`config.mk`:
```
export PLATFORM = sky130hd
export DESIGN_NAME = pmd_sat_mul
export DESIGN_NICKNAME = d
export VERILOG_FILES = /design/src/design/pmd_pkg.sv /design/src/design/pmd_sat_mul.sv
export SDC_FILE = /design/constraint.sdc
export NUM_CORES = 2
export LEC_CHECK = 0
export ABC_CLOCK_PERIOD_IN_PS = 15800
export BUFFER_PORTS_ARGS = -buffer_cell sky130_fd_sc_hd__buf_2
export CAP_MARGIN = 10
export CORE_ASPECT_RATIO = 1.25
export CORE_UTILIZATION = 46
export DETAILED_ROUTE_END_ITERATION = 10
export GPL_ROUTABILITY_DRIVEN = 1
export SLEW_MARGIN = 20
export SYNTH_ARGS = -nofsm -noshare
export SYNTH_HDL_FRONTEND = slang
export SYNTH_SLANG_ARGS = --single-unit
```
`constraint.sdc`:
```
create_clock -name vclk -period 15.8
set_clock_uncertainty 0.15 [all_clocks]
set_input_delay 3.16 -clock vclk [all_inputs]
set_output_delay 3.16 -clock vclk [all_outputs]
set_load 0.005 [all_outputs]
```
`src/design/pmd_pkg.sv`:
```
// Shared types and constants of the pairwise Minkowski distance block.
package pmd_pkg;

  localparam int unsigned SAMPLE_W  = 12;
  localparam int unsigned ROW_IN_W  = 8;
  localparam int unsigned FEAT_IN_W = 6;
  localparam int unsigned DIST_W    = 18;
  localparam int unsigned ACC_W     = 64;
  localparam int unsigned BIT_W     = $clog2(DIST_W);
  localparam int unsigned FCOUNT_W  = 7;
  localparam int unsigned NPOW_W    = 3;
  localparam int unsigned TDATA_W   = 40;
  localparam int unsigned CFG_AW    = 3;
  localparam int unsigned CFG_DW    = 32;

  localparam logic [FCOUNT_W-1:0] FCOUNT_RST = 7'd64;
  localparam logic [NPOW_W-1:0]   NPOW_RST   = 3'd2;

  localparam logic FUNC_WRITE = 1'b0;
  localparam logic FUNC_QUERY = 1'b1;

  localparam logic REG_FCOUNT = 1'b0;
  localparam logic REG_NPOW   = 1'b1;

  typedef enum logic [3:0] {
    ST_IDLE,
    ST_READ,
    ST_DIFF,
    ST_POW,
    ST_ACCUM,
    ST_ROOT_INIT,
    ST_ROOT_POW,
    ST_ROOT_CMP,
    ST_DONE
  } pmd_state_e;

endpackage

```
`src/design/pmd_sat_mul.sv`:
```
// Shared saturating multiplier: 64-bit running product times 18-bit operand.
module pmd_sat_mul
  import pmd_pkg::*;
(
  input  logic [ACC_W-1:0]  acc_i,
  input  logic [DIST_W-1:0] opnd_i,
  output logic [ACC_W-1:0]  prod_o
);

  logic [ACC_W+DIST_W-1:0] full;

  assign full   = (ACC_W+DIST_W)'(acc_i) * (ACC_W+DIST_W)'(opnd_i);
  assign prod_o = (|full[ACC_W+DIST_W-1:ACC_W]) ? '1 : full[ACC_W-1:0];

endmodule

```
# [After elaboration in Yosys (flattened, before gate mapping)]
# Index checks and enable logic that the tools add are counted.
[word_totals] regBits=0 in_bits=82 word_cells=3
[classes] mul=1 n_mux=1 n_reduce_logical=1
[op_table] cell="multiplier 64 x 18 -> 82 bit" n=1
[op_table] cell="2-to-1 mux 64 bit" n=1
[op_table] cell="OR reduction 18 bit" n=1

# [Logic depth before layout (Yosys ltp)]
[depth] ltp_word=3 depth_mapped=28 ltp_nobuf=24

# [Worst setup path before layout]
# Ideal clock, no wire load.
[synth_timing] path_type="input -> output" start="in opnd_i[3]" end="out prod_o[57]" arrival_time_ns=9.807 required_time_ns=12.490 slack_ns=2.683 stages=25 path_buffers=3 cell_sequence="clkbuf_1 -> clkbuf_1 -> nand2_1 -> fa_1 -> inv_1 -> fa_1 -> inv_1 -> fa_1 -> inv_1 -> fa_1 -> fa_1 -> inv_1 -> fa_1 -> inv_1 -> ha_1 -> clkbuf_1 -> nand2_1 -> nor3_1 -> nand2_1 -> or4_1 -> o221a_2 -> xor2_1 -> nand4_1 -> nor4b_4 -> or3b_1"
[synth_via] elab_chain_len=3
[synth_rtl] element="start, declared" line_no="pmd_sat_mul.sv:6" rtl="input logic [DIST_W-1:0] opnd_i,"
[synth_rtl] element="multiplier 64 x 18 -> 82 bit (*)" line_no="pmd_sat_mul.sv:12" rtl="assign full = (ACC_W+DIST_W)'(acc_i) * (ACC_W+DIST_W)'(opnd_i);"
[synth_rtl] element="OR reduction 18 bit" line_no="pmd_sat_mul.sv:13" rtl="assign prod_o = (|full[ACC_W+DIST_W-1:ACC_W]) ? '1 : full[ACC_W-1:0];"
[synth_rtl] element="2-to-1 mux 64 bit (*)" line_no="pmd_sat_mul.sv:13"
[synth_rtl] element="end, declared" line_no="pmd_sat_mul.sv:7" rtl="output logic [ACC_W-1:0] prod_o"
# Every way passes the cells marked *; elsewhere a longest branch is shown, timed or not.

# [Worst setup path in the final report]
[layout_timing] start="in opnd_i[3]" end="out prod_o[25]"
# Same word-level chain as after synthesis.

==> flow_metrics.py <==
metrics = {
    "run_status": {
        "status": "finished, final reports clean",
    },
    "sta": {
        "setup_viol": 0,
        "period_share_pct": 95.1,
        "period_needed_ps": 15020,
        "finalHoldViolCount": 0,
        "max_freq_mhz": 66.6,
        "worst_slew_pin_slew_ps": 1080,
        "setup_tns_ps": 0,
        "rsz0062_at_grt": "false",
        "timing.final.max_slew_violations": 0,
        "slew-limit-headroom_pct": 28.1,
    },
    "die": {
        "die_w_um": 257,
        "io_pins": 146,
        "coreArea_um2": 80300,
        "die_area_um2": 82400,
        "die-height_um": 321,
        "start_util_pct": 46.6,
        "rows": 116,
    },
    "routing": {
        "antenna_left": 0,
        "first_iter_violations": 1580,
        "vias": 29300,
        "dr.pass1.iters": 5,
        "routed_via_density": 5.33,
        "drt_wl_total_um": 112000,
        "drc": 0,
        "wl_per_cell_um": 20.3,
    },
    "global_routing": {
        "grt_pass1_wl_um": 180000,
        "grt_usage_pct": 28.2,
        "antenna_found_initial": 4,
        "grt_pass1_vias": 32500,
        "grt-ovfl-total": 0,
        "grt_max_degree": 65,
    },
    "logic_synthesis": {
        "yosys-top-cells-area": "fa_1 53%, inv_1 11%, nand2_1 8.4%",
        "synth_top_cell_by_area": "fa_1",
        "yosysSeqAreaShare_pct": 0,
        "syn_inst": 4536,
        "yosys_warnings": 0,
        "avgSynthCellArea_um2": 8.24,
        "synth_nets": 5766,
        "synth_top_area_share_pct": 53.1,
        "synth_area_um2": 37400,
        "ys_types": 66,
    },
    "place": {
        "dp_hpwl_um": 92600,
        "gp_congestion": 0.985,
        "port_buffers": 146,
    },
    "setup_path": {
        "critical-path-slowest-cell": "buf_2",
        "crit_path_start": "opnd_i[3]",
        "critical_path_required_ps": 12490,
        "critPathTopFamily": "adder cells",
        "path_buf_inv": 9,
        "path_class": "input pin to output pin",
        "crit_arrival_ps": 11710,
        "crit_cells": 26,
        "crit_path_start_kind": "input pin",
        "critPathMaxStageDelay_ps": 710,
        "crit_top_cell": "fa_1",
        "cp_max_fo": 47,
        "crit_path_end_kind": "output pin",
    },
    "final_layout": {
        "seq_cell_count": 0,
        "nFillCells": 8021,
        "final_common_cell": "inv_1",
        "drive_gt1_share_pct": 4.84,
        "final_cell_mix": "1141 x inv_1, 992 x fa_1, 834 x nand2_1, 443 x and2_1, 156 x ha_1",
        "nets": 5674,
        "syn_to_final_growth_pct": 3.74,
        "clock_buffers": 0,
        "final-seq-area_um2": 0,
    },
    "hold_path": {
        "min_to": "prod_o[0]",
        "hp-start": "acc_i[0]",
        "min_path_type": "input pin to output pin",
        "holdPathStages": 4,
    },
    "clock_network": {
        "cts_resized": 0,
        "postCtsHoldBufs": 0,
        "post_cts_buffers": 0,
    },
    "run": {
        "max_cap_violations": 0,
    },
}
## logic make-up (layout without fill, tap and decap cells)
group           count (synthesis)  after routing  share of synthesized area [%]
xor+xnor                       69             69                           1.62
compound gates                337            337                           5.70
buf+inv                      1430           1336                           14.4
simple gates                 1548           1548                           19.9
fa+ha+maj                    1148           1148                           58.3
other cells                     0              1                              0
mux                             4              4                          0.110
## through the flow
stage	setup WS [ps]	std cells	hold slack, ps	utilization, %	cell area, µm²
finish	779	5505	6810	48.3	38800
global route	519	5504	6880	48.3	38800
CTS	864	5504	6830	48.3	38800
detailed placement	891	5504	6830	48.3	38800
global placement	1040	5504	6840	48.3	38800
floorplan	2680	4536	6290	-	37400
## metal layers
metal	share of wire [%]	vias up	global-route usage [%]
met2	53	787	53.5
met5	0	-	0
met1	37	15400	32.3
li1	-	12900	-
met3	3.7	234	1.58
met4	5.6	0	12.9
## worst max path at each step
stage                 end  slack, ps
3_5_place_dp   prod_o[25]        890
4_1_cts        prod_o[25]        860
6_report       prod_o[25]        780
3_3_place_gp   prod_o[30]       1040
2_1_floorplan  prod_o[57]       2680
5_1_grt        prod_o[25]        520
## final cells by class
class,instances,area [µm²],share of cell area (%)
Inverter,1141,4280,11.0
Timing Repair Buffer,195,1140,2.95
Multi-Input combinational cell,3106,32000,82.6
Tap cell,1062,1330,3.43
Antenna cell,1,2.50,0.00645
## synthesized netlist by cell type, types with 3 or more instances
cell	n
a221oi_1	6
a211o_1	7
a21o_1	20
ha_1	156
a31oi_1	8
o21ai_1	5
mux2i_1	3
nand3b_1	52
o221ai_1	4
xnor2_1	38
nor4_1	5
and2_1	443
xor2_1	31
o21bai_1	10
nor3_1	36
a21bo_2	3
o21a_1	12
buf_2	9
fa_1	992
o31ai_1	6
o21ai_0	74
nand4_1	38
nand2_1	834
nand3_1	20
and3_1	8
a21boi_0	3
clkbuf_1	280
a211oi_1	14
or3_1	5
a221o_1	3
o2111ai_1	7
a21oi_1	120
inv_1	1141
o211ai_1	14
nor2_1	86
nand2b_1	7
Power is not shown: default switching activity piles up to over one toggle a cycle in this logic, so the estimate is an artifact.
